$ cat src/sv/itda_pkg.sv
`default_nettype none

package itda_pkg;

  localparam int unsigned ValueW        = 32;
  localparam int unsigned CapW          = 8;
  localparam int unsigned CharW         = 8;
  localparam int unsigned LenW          = 4;
  localparam int unsigned NumDigits     = 10;
  localparam int unsigned DigitIdxW     = 4;
  localparam int unsigned StageBits     = 8;
  localparam int unsigned NumConvStages = ValueW / StageBits;

  localparam logic [CharW-1:0] CharZero  = 8'h30;
  localparam logic [CharW-1:0] CharMinus = 8'h2D;
  localparam logic [CharW-1:0] CharNul   = 8'h00;

  typedef logic [NumDigits-1:0][3:0] digits_t;

  // Payload of the binary-to-BCD stages.
  typedef struct packed {
    logic [ValueW-1:0] mag;
    digits_t           bcd;
    logic              neg;
    logic [CapW-1:0]   capacity;
  } conv_t;

  // Payload handed to the serializer.
  typedef struct packed {
    digits_t              digits;
    logic [DigitIdxW-1:0] top_idx;
    logic                 neg;
    logic [LenW-1:0]      keep;
    logic                 zero_cap;
  } prep_t;

  // One shift-and-add-3 step: adjust every digit, then shift one bit in.
  function automatic conv_t dabble_step(conv_t c);
    conv_t   r;
    digits_t adj;
    r = c;
    for (int k = 0; k < NumDigits; k++) begin
      adj[k] = (c.bcd[k] >= 4'd5) ? c.bcd[k] + 4'd3 : c.bcd[k];
    end
    {r.bcd, r.mag} = {adj, c.mag} << 1;
    return r;
  endfunction

endpackage

`default_nettype wire

$ cat src/sv/itda_if.sv
`default_nettype none

interface itda_in_if;
  import itda_pkg::*;
  logic              valid;
  logic              ready;
  logic              command;
  logic [ValueW-1:0] value;
  logic [CapW-1:0]   capacity;

  modport source (output valid, command, value, capacity, input ready);
  modport sink   (input valid, command, value, capacity, output ready);
endinterface

interface itda_out_if;
  import itda_pkg::*;
  logic             valid;
  logic             ready;
  logic [CharW-1:0] character;
  logic             written;
  logic             last;
  logic [LenW-1:0]  length;

  modport source (output valid, character, written, last, length, input ready);
  modport sink   (input valid, character, written, last, length, output ready);
endinterface

`default_nettype wire

$ cat src/sv/itda_conv_stage.sv
`default_nettype none

module itda_conv_stage
  import itda_pkg::*;
(
  input  wire logic  clk_i,
  input  wire logic  rst_ni,
  input  wire logic  valid_i,
  input  wire conv_t data_i,
  output logic       ready_o,
  output logic       valid_o,
  output conv_t      data_o,
  input  wire logic  ready_i
);

  logic  valid_q;
  conv_t data_q, data_d;

  // Eight dependent shift-and-add-3 steps per stage.
  always_comb begin
    data_d = data_i;
    for (int s = 0; s < StageBits; s++) begin
      data_d = dabble_step(data_d);
    end
  end

  assign ready_o = !valid_q || ready_i;

  always_ff @(posedge clk_i or negedge rst_ni) begin
    if (!rst_ni) begin
      valid_q <= 1'b0;
    end else if (ready_o) begin
      valid_q <= valid_i;
    end
  end

  always_ff @(posedge clk_i) begin
    if (ready_o && valid_i) begin
      data_q <= data_d;
    end
  end

  assign valid_o = valid_q;
  assign data_o  = data_q;

endmodule

`default_nettype wire

$ cat src/sv/itda_prep.sv
`default_nettype none

module itda_prep
  import itda_pkg::*;
(
  input  wire logic  clk_i,
  input  wire logic  rst_ni,
  input  wire logic  valid_i,
  input  wire conv_t data_i,
  output logic       ready_o,
  output logic       valid_o,
  output prep_t      data_o,
  input  wire logic  ready_i
);

  logic                 valid_q;
  prep_t                data_q, data_d;
  logic [DigitIdxW-1:0] top;
  logic [LenW-1:0]      text_len;

  // The most significant nonzero digit sets the digit count; zero has one digit.
  always_comb begin
    top = '0;
    for (int k = 1; k < NumDigits; k++) begin
      if (data_i.bcd[k] != 4'd0) begin
        top = DigitIdxW'(k);
      end
    end
    text_len = LenW'(top) + LenW'(1) + LenW'(data_i.neg);

    data_d.digits   = data_i.bcd;
    data_d.top_idx  = top;
    data_d.neg      = data_i.neg;
    data_d.zero_cap = (data_i.capacity == '0);
    if (data_i.capacity == '0) begin
      data_d.keep = '0;
    end else if ({4'd0, text_len} >= data_i.capacity) begin
      data_d.keep = LenW'(data_i.capacity - CapW'(1));
    end else begin
      data_d.keep = text_len;
    end
  end

  assign ready_o = !valid_q || ready_i;

  always_ff @(posedge clk_i or negedge rst_ni) begin
    if (!rst_ni) begin
      valid_q <= 1'b0;
    end else if (ready_o) begin
      valid_q <= valid_i;
    end
  end

  always_ff @(posedge clk_i) begin
    if (ready_o && valid_i) begin
      data_q <= data_d;
    end
  end

  assign valid_o = valid_q;
  assign data_o  = data_q;

endmodule

`default_nettype wire

$ cat src/sv/itda_serializer.sv
`default_nettype none

module itda_serializer
  import itda_pkg::*;
(
  input  wire logic         clk_i,
  input  wire logic         rst_ni,
  input  wire logic         valid_i,
  input  wire prep_t        data_i,
  output logic              ready_o,
  itda_out_if.source        out_o
);

  logic                 busy_q;
  logic                 neg_q;
  logic                 zero_cap_q;
  logic [DigitIdxW-1:0] ptr_q;
  logic [LenW-1:0]      rem_q;
  logic [LenW-1:0]      keep_q;
  digits_t              digits_q;

  logic                 out_valid_q;
  logic [CharW-1:0]     char_q;
  logic                 written_q;
  logic                 last_q;
  logic [LenW-1:0]      length_q;

  logic out_adv, emit, finish, load;

  assign out_adv = !out_valid_q || out_o.ready;
  assign emit    = busy_q && out_adv;
  assign finish  = emit && (rem_q == '0);
  assign ready_o = !busy_q || finish;
  assign load    = valid_i && ready_o;

  always_ff @(posedge clk_i or negedge rst_ni) begin
    if (!rst_ni) begin
      busy_q      <= 1'b0;
      out_valid_q <= 1'b0;
    end else begin
      if (out_adv) begin
        out_valid_q <= busy_q;
      end
      if (load) begin
        busy_q <= 1'b1;
      end else if (finish) begin
        busy_q <= 1'b0;
      end
    end
  end

  always_ff @(posedge clk_i) begin
    if (emit) begin
      if (rem_q != '0) begin
        char_q    <= neg_q ? CharMinus : CharZero + {4'd0, digits_q[ptr_q]};
        written_q <= 1'b1;
        last_q    <= 1'b0;
        length_q  <= '0;
        rem_q     <= rem_q - LenW'(1);
        if (neg_q) begin
          neg_q <= 1'b0;
        end else begin
          ptr_q <= ptr_q - DigitIdxW'(1);
        end
      end else begin
        char_q    <= CharNul;
        written_q <= !zero_cap_q;
        last_q    <= 1'b1;
        length_q  <= keep_q;
      end
    end
    if (load) begin
      digits_q   <= data_i.digits;
      ptr_q      <= data_i.top_idx;
      neg_q      <= data_i.neg;
      rem_q      <= data_i.keep;
      keep_q     <= data_i.keep;
      zero_cap_q <= data_i.zero_cap;
    end
  end

  assign out_o.valid     = out_valid_q;
  assign out_o.character = char_q;
  assign out_o.written   = written_q;
  assign out_o.last      = last_q;
  assign out_o.length    = length_q;

endmodule

`default_nettype wire

$ cat src/sv/int_to_decimal_ascii_core.sv
// Decimal text generator for 32-bit integers.
//
// Input channel in_i carries one beat per value: command (0 unsigned,
// 1 two's complement signed), the 32-bit value and the buffer capacity in
// bytes, terminator included. Output channel out_o gives one beat per
// character, most significant digit first, with a leading '-' for negative
// signed values, cut to capacity-1 characters, then a terminator beat
// (character 0, last 1) carrying the written length. Capacity zero gives a
// single terminator beat with written 0.
//
// Pipeline: the sign stage captures a value as it is taken; then four
// binary-to-BCD stages of eight bits each, the digit count stage, the
// serializer load and the output register pass it on in turn, each through a
// register. A value gives keep+1 beats, between 1 and 12, one beat per cycle
// while the receiver is ready; the front stages take a new value every cycle
// unless stalled, and queue up to six of them.
//
// Reset clears all valid bits; no beat is presented afterwards until a value
// arrives. When the receiver holds ready low, the output beat holds, the
// serializer waits, and the front stages fill and then drop in_i.ready.
`default_nettype none

module int_to_decimal_ascii_core
  import itda_pkg::*;
(
  input  wire logic  clk_i,
  input  wire logic  rst_ni,
  itda_in_if.sink    in_i,
  itda_out_if.source out_o
);

  // Sign stage: negative signed values are replaced by their magnitude.
  // The most negative value maps onto itself, read as unsigned.
  logic  s0_valid_q;
  conv_t s0_data_q;
  logic  s0_ready;
  logic  in_neg;

  conv_t cv_data  [NumConvStages+1];
  logic  cv_valid [NumConvStages+1];
  logic  cv_ready [NumConvStages+1];

  logic  prep_valid, prep_ready;
  prep_t prep_data;

  assign in_neg     = in_i.command && in_i.value[ValueW-1];
  assign s0_ready   = !s0_valid_q || cv_ready[0];
  assign in_i.ready = s0_ready;

  always_ff @(posedge clk_i or negedge rst_ni) begin
    if (!rst_ni) begin
      s0_valid_q <= 1'b0;
    end else if (s0_ready) begin
      s0_valid_q <= in_i.valid;
    end
  end

  always_ff @(posedge clk_i) begin
    if (s0_ready && in_i.valid) begin
      s0_data_q.mag      <= in_neg ? ValueW'(0) - in_i.value : in_i.value;
      s0_data_q.bcd      <= '0;
      s0_data_q.neg      <= in_neg;
      s0_data_q.capacity <= in_i.capacity;
    end
  end

  assign cv_data[0]  = s0_data_q;
  assign cv_valid[0] = s0_valid_q;

  // Binary-to-BCD conversion, eight value bits per stage.
  for (genvar g = 0; g < NumConvStages; g++) begin : g_conv
    itda_conv_stage u_conv (
      .clk_i   (clk_i),
      .rst_ni  (rst_ni),
      .valid_i (cv_valid[g]),
      .data_i  (cv_data[g]),
      .ready_o (cv_ready[g]),
      .valid_o (cv_valid[g+1]),
      .data_o  (cv_data[g+1]),
      .ready_i (cv_ready[g+1])
    );
  end

  // Digit count and truncation length.
  itda_prep u_prep (
    .clk_i   (clk_i),
    .rst_ni  (rst_ni),
    .valid_i (cv_valid[NumConvStages]),
    .data_i  (cv_data[NumConvStages]),
    .ready_o (cv_ready[NumConvStages]),
    .valid_o (prep_valid),
    .data_o  (prep_data),
    .ready_i (prep_ready)
  );

  // One character per cycle into the output register while the receiver is ready.
  itda_serializer u_ser (
    .clk_i   (clk_i),
    .rst_ni  (rst_ni),
    .valid_i (prep_valid),
    .data_i  (prep_data),
    .ready_o (prep_ready),
    .out_o   (out_o)
  );

endmodule

`default_nettype wire

$ cat src/flat_wrapper.sv
// flat-port wrapper written by rule: the top's interface ports become plain ports
module int_to_decimal_ascii_core_flat import itda_pkg::*;
  (clk_i, rst_ni, in_i_valid, in_i_command, in_i_value, in_i_capacity, in_i_ready, out_o_valid, out_o_character, out_o_written, out_o_last, out_o_length, out_o_ready);
  itda_in_if in_i_i ();
  itda_out_if out_o_i ();
  input  wire logic clk_i;
  input  wire logic rst_ni;
  input wire logic [$bits(in_i_i.valid)-1:0] in_i_valid;
  input wire logic [$bits(in_i_i.command)-1:0] in_i_command;
  input wire logic [$bits(in_i_i.value)-1:0] in_i_value;
  input wire logic [$bits(in_i_i.capacity)-1:0] in_i_capacity;
  output wire logic [$bits(in_i_i.ready)-1:0] in_i_ready;
  output wire logic [$bits(out_o_i.valid)-1:0] out_o_valid;
  output wire logic [$bits(out_o_i.character)-1:0] out_o_character;
  output wire logic [$bits(out_o_i.written)-1:0] out_o_written;
  output wire logic [$bits(out_o_i.last)-1:0] out_o_last;
  output wire logic [$bits(out_o_i.length)-1:0] out_o_length;
  input wire logic [$bits(out_o_i.ready)-1:0] out_o_ready;
  assign in_i_i.valid = in_i_valid;
  assign in_i_i.command = in_i_command;
  assign in_i_i.value = in_i_value;
  assign in_i_i.capacity = in_i_capacity;
  assign in_i_ready = in_i_i.ready;
  assign out_o_valid = out_o_i.valid;
  assign out_o_character = out_o_i.character;
  assign out_o_written = out_o_i.written;
  assign out_o_last = out_o_i.last;
  assign out_o_length = out_o_i.length;
  assign out_o_i.ready = out_o_ready;
  int_to_decimal_ascii_core u_core (.clk_i(clk_i), .rst_ni(rst_ni), .in_i(in_i_i), .out_o(out_o_i));
endmodule
$ cat config.mk
export PLATFORM = sky130hd
export DESIGN_NAME = int_to_decimal_ascii_core_flat
export DESIGN_NICKNAME = d
export VERILOG_FILES = /design/src/sv/itda_pkg.sv /design/src/sv/itda_if.sv /design/src/sv/itda_conv_stage.sv /design/src/sv/itda_prep.sv /design/src/sv/itda_serializer.sv /design/src/sv/int_to_decimal_ascii_core.sv /design/src/flat_wrapper.sv
export SDC_FILE = /design/constraint.sdc
export NUM_CORES = 1
export LEC_CHECK = 0
export ABC_AREA = 1
export BUFFER_PORTS_ARGS = -buffer_cell sky130_fd_sc_hd__buf_2
export CAP_MARGIN = 20
export CORE_MARGIN = 4
export CORE_UTILIZATION = 55
export CTS_CLUSTER_DIAMETER = 80
export DETAILED_ROUTE_END_ITERATION = 16
export HOLD_SLACK_MARGIN = 0.06
export PLACE_DENSITY = 0.71
export REMOVE_ABC_BUFFERS = 1
export SLEW_MARGIN = 20
export SYNTH_ARGS = -nofsm -noshare
export SYNTH_HDL_FRONTEND = slang
export SYNTH_SLANG_ARGS = --single-unit
$ cat constraint.sdc
create_clock -name clk_i -period 9.3 [get_ports clk_i]
set_clock_uncertainty 0.05 [all_clocks]
set_input_delay 1.86 -clock clk_i [delete_from_list [all_inputs] [get_ports clk_i]]
set_output_delay 1.86 -clock clk_i [all_outputs]
set_load 0.01 [all_outputs]
* Yosys cells after proc, flatten, opt, wreduce, memory -nomap -nowiden
Cells that the tools add are included.
Word-level totals: register bits after elaboration 399, logic and storage cells 973
Operators by class: reductions and logical operators 45, bitwise operators 1, $lt $le $gt $ge 267, muxes and demuxes 292, equality and inequality tests 1, add/sub/neg operators 272
Operators with widths (number):
- 4-bit by 3-bit >= comparator with 1-bit output (second input constant) | 255
- 4-bit 2-to-1 mux | 250
- 4-bit by 2-bit adder with 4-bit output (second input constant) | 234
- 3-bit 2-to-1 mux | 30
- 3-bit by 2-bit adder with 3-bit output (second input constant) | 21
- 4-bit nonzero test | 10
- 32-bit 2-to-1 mux | 1
- 1-bit by 32-bit subtractor with 32-bit output (first input constant) | 1
- 1-bit by 2-bit adder with 3-bit output (both inputs constant) | 8
- 1-bit by 3-bit >= comparator with 1-bit output (both inputs constant) | 8
- 4-bit binary-select mux with 4-bit select | 1
- 4-bit by 1-bit subtractor with 4-bit output (second input constant) | 3
- 1-bit logical AND | 10
- 1-bit logical NOT | 9
- 4-bit by 8-bit >= comparator with 1-bit output | 1
- 8-bit logical NOT | 1
- 1-bit logical OR | 8
- 1-bit 2-to-1 mux | 8
- 6-bit by 4-bit adder with 7-bit output (first input constant) | 1
- 1-bit by 2-bit adder with 3-bit output (second input constant) | 2
- 1-bit by 3-bit >= comparator with 1-bit output (second input constant) | 2
- 6-bit 2-to-1 mux | 1
- 2-bit nonzero test | 3
- 4-bit by 5-bit less-than comparator with 1-bit output (second input constant) | 1
- other kinds (9) | 9

* Logic depth before layout (Yosys ltp)
depth in word-level cells 16, gate-level depth with buffers 49

* By module
Synthesis repeated with hierarchy kept, for this count alone.
Unflattened totals: cells, all modules 7035, area total of the unflattened synthesis 51391.8 µm²
By module, submodules not included:
- itda_conv_stage | cells each 1588, sequential area each 2217.1 µm², instances 4, area each 11023.1 µm²
- itda_serializer | cells each 246, sequential area each 2031.9 µm², instances 1, area each 2907.8 µm²
- int_to_decimal_ascii_core | cells each 269, sequential area each 1256.2 µm², instances 1, area each 2288.4 µm²
- itda_prep | cells each 168, sequential area each 1526.5 µm², instances 1, area each 2103.3 µm²

* Worst setup path after synthesis
OpenSTA, ideal clock, no wires.
path kind register to register, start reg u_core.g_conv[2].u_conv.data_q (netlist bit u_core.g_conv[2].u_conv.data_o[37]), end reg u_core.g_conv[3].u_conv.data_q (netlist bit u_core.g_conv[3].u_conv.data_o[46]) (data pin), slack 3.454 ns, required time 8.984 ns, cell stages (with the launch flop) 42, data arrival time 5.530 ns, buffers on the path 0, cell sequence edfxtp_1 > inv_1 > ha_1 > inv_1 > ha_1 > inv_1 > nand2_2 > inv_2 > nand2_1 > nand2_2 > nand3_1 > nand2_1 > nand3_1 > o21ai_1 > nand2_2 > nor2_1 > o21ai_0 > ha_1 > [... 6 more ...] > nor2_1 > nand2_1 > inv_1 > o21ai_2 > nand2_1 > nand2_1 > xor2_1 > ha_1 > inv_1 > ha_1 > a21oi_1 > inv_1 > xor2_1 > ha_1 > inv_1 > o21ai_0 > o21ai_0 > xnor2_1
RTL lines:
- start, declared | RTL line itda_conv_stage.sv:17 | conv_t data_q, data_d;
- start signal, assigned | RTL line itda_conv_stage.sv:39 | data_q <= data_d;
- end signal, assigned | RTL line itda_conv_stage.sv:39
- end, declared | RTL line itda_conv_stage.sv:17

==> flow_summary.toml <==
[sta]
whs_ns = 0.352
slew-limit-headroom_pct = 33.4
setup_viol = 0
clock.fmax_mhz = 154
period_share_pct = 69.6
rsz0062_at_grt = "no"
min_period_ns = 6.47
tightestPinTransition_ns = 0.999
fin_tns_setup_ns = 0
finalHoldViolations = 0
drv_slew = 0

[die]
dieArea_mm2 = 0.0552
die_y_um = 235
rows = 82
dieWidth_um = 235
coreArea_mm2 = 0.0506
ioPinCount = 61
start_util_pct = 56.0

[cells_and_area]
drive_gt1_share_pct = 16.7
final_cell_mix = "nand2_1, inv_1, edfxtp_1"
multi_input_area_mm2 = 0.0155
n_antenna_cell = 0
syn2layout_area_growth_pct = 8.50
layout_commonest_cell = "nand2_1"
ff_latch_area_mm2 = 0.0105
num-nets-final = 3928
fill_cells = 4446

[clocking]
post_cts_buffers = 0
path_clk_slew_ns = 0.07
cts_tree = "done"
clk_latency_ns = 0.57
cts_hold_buf = 0
cts_sinks = 351
cts_resized = 0
ctsHtreeMaxLevel = 2
cts_buffers = 39
clockBufferDepth = 3
clock-root-buffer = "clkbuf_16"

[logic_synthesis]
synth-seq-cells = 351
yosys-top-cells-area = "edfxtp_1, nand2_1, inv_1"
synth-edff-count = 343
synth-xor-area-share_pct = 3.86
yosysTopAreaCellShare_pct = 36.4
synthesis.area_mm2 = 0.0283
synthDistinctLibCells = 55
synth_compound_area_share_pct = 7.20
netlist_instances = 3634
muxShareOfSynthArea_pct = 0.0353
synthAdderAreaFrac_pct = 6.80
yosys.area.top_type = "edfxtp_1"
ys_async_sr_fraction_pct = 2.28
ys.flop_type = "edfxtp_1"
syn_avg_cell_area_um2 = 7.79
synth_simple_gate_area_share_pct = 36.6
synth_top_family_by_area = "simple AND/OR/NAND/NOR gates"
yosysWarnings = 0
ys_seq_area_share_pct = 37.1

[critical_path]
cp-end-kind = "register"
crit_top_cell = "inv_1"
cpPeakStageDelay_ns = 0.42
crit_fanout = 5
crit_path_start_kind = "register"
required_ns = 9.56
cp_top_family = "simple AND/OR/NAND/NOR gates"
path_buf_inv = 10
worstPathArrival_ns = 6.73
critPathSlowestCell = "edfxtp_1"
setup.worst_path.class = "reg2reg"

[status]
status = "complete, no violations"

[route]
drtAntennaViolNets = 0
drt_pre_antenna_iters = 5
drt_drc_violations_left = 0
routed_via_density = 5.01
detail_route.wl_per_cell_um = 11.0
num_vias = 22200
detail_route.wirelength_um = 48600
drt-initial-drc-count = 761

[global_routing]
track_usage_pct = 17.4
grt_pass1_vias = 20400
grt_max_degree = 63
grt_remaining_overflow = 0
grt_pass1_wl_um = 85300
antenna_found_initial = 0

[placed_design]
gp_congestion = 0.807
numPortBuffers = 58
dp.final_hpwl_um = 38700

[run]
drv_cap = 0

[min_path]
hold_path.class = "reg2reg"
cells by family (layout without fill, tap and decap cells):
kind of cell / count (synthesis) / in the layout
AND/OR/NAND/NOR: 2073 / 2073
multiplexers: 1 / 1
flip-flops: 351 / 351
AO/OA/AOI/OAI: 314 / 314
buffers and inverters: 632 / 754
adder cells (fa/ha/maj): 154 / 154
other: 1 / 2
XOR/XNOR: 108 / 108
state kept, by name, summed over array words and instances (netlist names), 6 cells and up:
signal	count
u_core.g_conv.u_conv.data_o	186
u_core.u_prep.data_o	50
u_core.cv_data	41
u_core.u_ser.digits_q	40
u_core.u_ser.out_o.character	6
final cells by class:
class | instances | area share [%]
Sequential cell | 351 | 34.2
Clock inverter | 28 | 0.892
Clock buffer | 41 | 3.20
Timing Repair Buffer | 63 | 1.07
Tap cell | 672 | 2.74
Multi-Input combinational cell | 2652 | 50.3
Inverter | 622 | 7.60
metrics by stage:
stage	util, %	setup slack (ns)	std cells	cell area, um2
2_1_floorplan	-	3.45	3625	28300
3_3_place_gp	58.3	2.99	4360	29500
3_5_place_dp	58.3	2.80	4360	29500
4_1_cts	60.8	2.79	4429	30700
5_1_grt	60.8	2.00	4429	30700
6_report	60.8	2.83	4429	30700
final timing paths:
kind | start | endpoint | slack [ns] | cells past startpoint
setup / recovery | u_core.g_conv[2].u_conv.data_o[37] | u_core.g_conv[3].u_conv.data_o[46] | 2.83 | 41
hold / removal | u_core.cv_data[332] | u_core.g_conv[0].u_conv.data_o[8] | 0.35 | 0
setup reg to reg | u_core.g_conv[2].u_conv.data_o[37] | u_core.g_conv[3].u_conv.data_o[46] | 2.83 | 41
hold reg to reg | u_core.cv_data[332] | u_core.g_conv[0].u_conv.data_o[8] | 0.35 | 0
max in group asynchronous | rst_ni | u_core.s0_valid_q | 7.94 | 1
min in group asynchronous | rst_ni | u_core.u_ser.busy_q | 1.08 | 1
synth_stat cells (all sizes together), types with 17 or more instances:
cell type  number
a21o           41
a21oi          48
and2           40
edfxtp        343
ha            154
inv           620
nand2        1306
nand3         445
nand3b         17
nand4         136
nor2           92
o21ai         171
xnor2          25
xor2           83
layer usage:
layer  vias to the layer above  routed length (um)  track usage, %
li1                      12200                   -               -
met1                      9741               22700            21.9
met2                       164               23700            31.8
met3                        60                1120            2.06
met4                         0                1020            4.49
met5                         -                   0               0
Power is left out: the tool's default activity adds up to more than one toggle a clock period on the data nets, which glitch-free logic cannot reach.
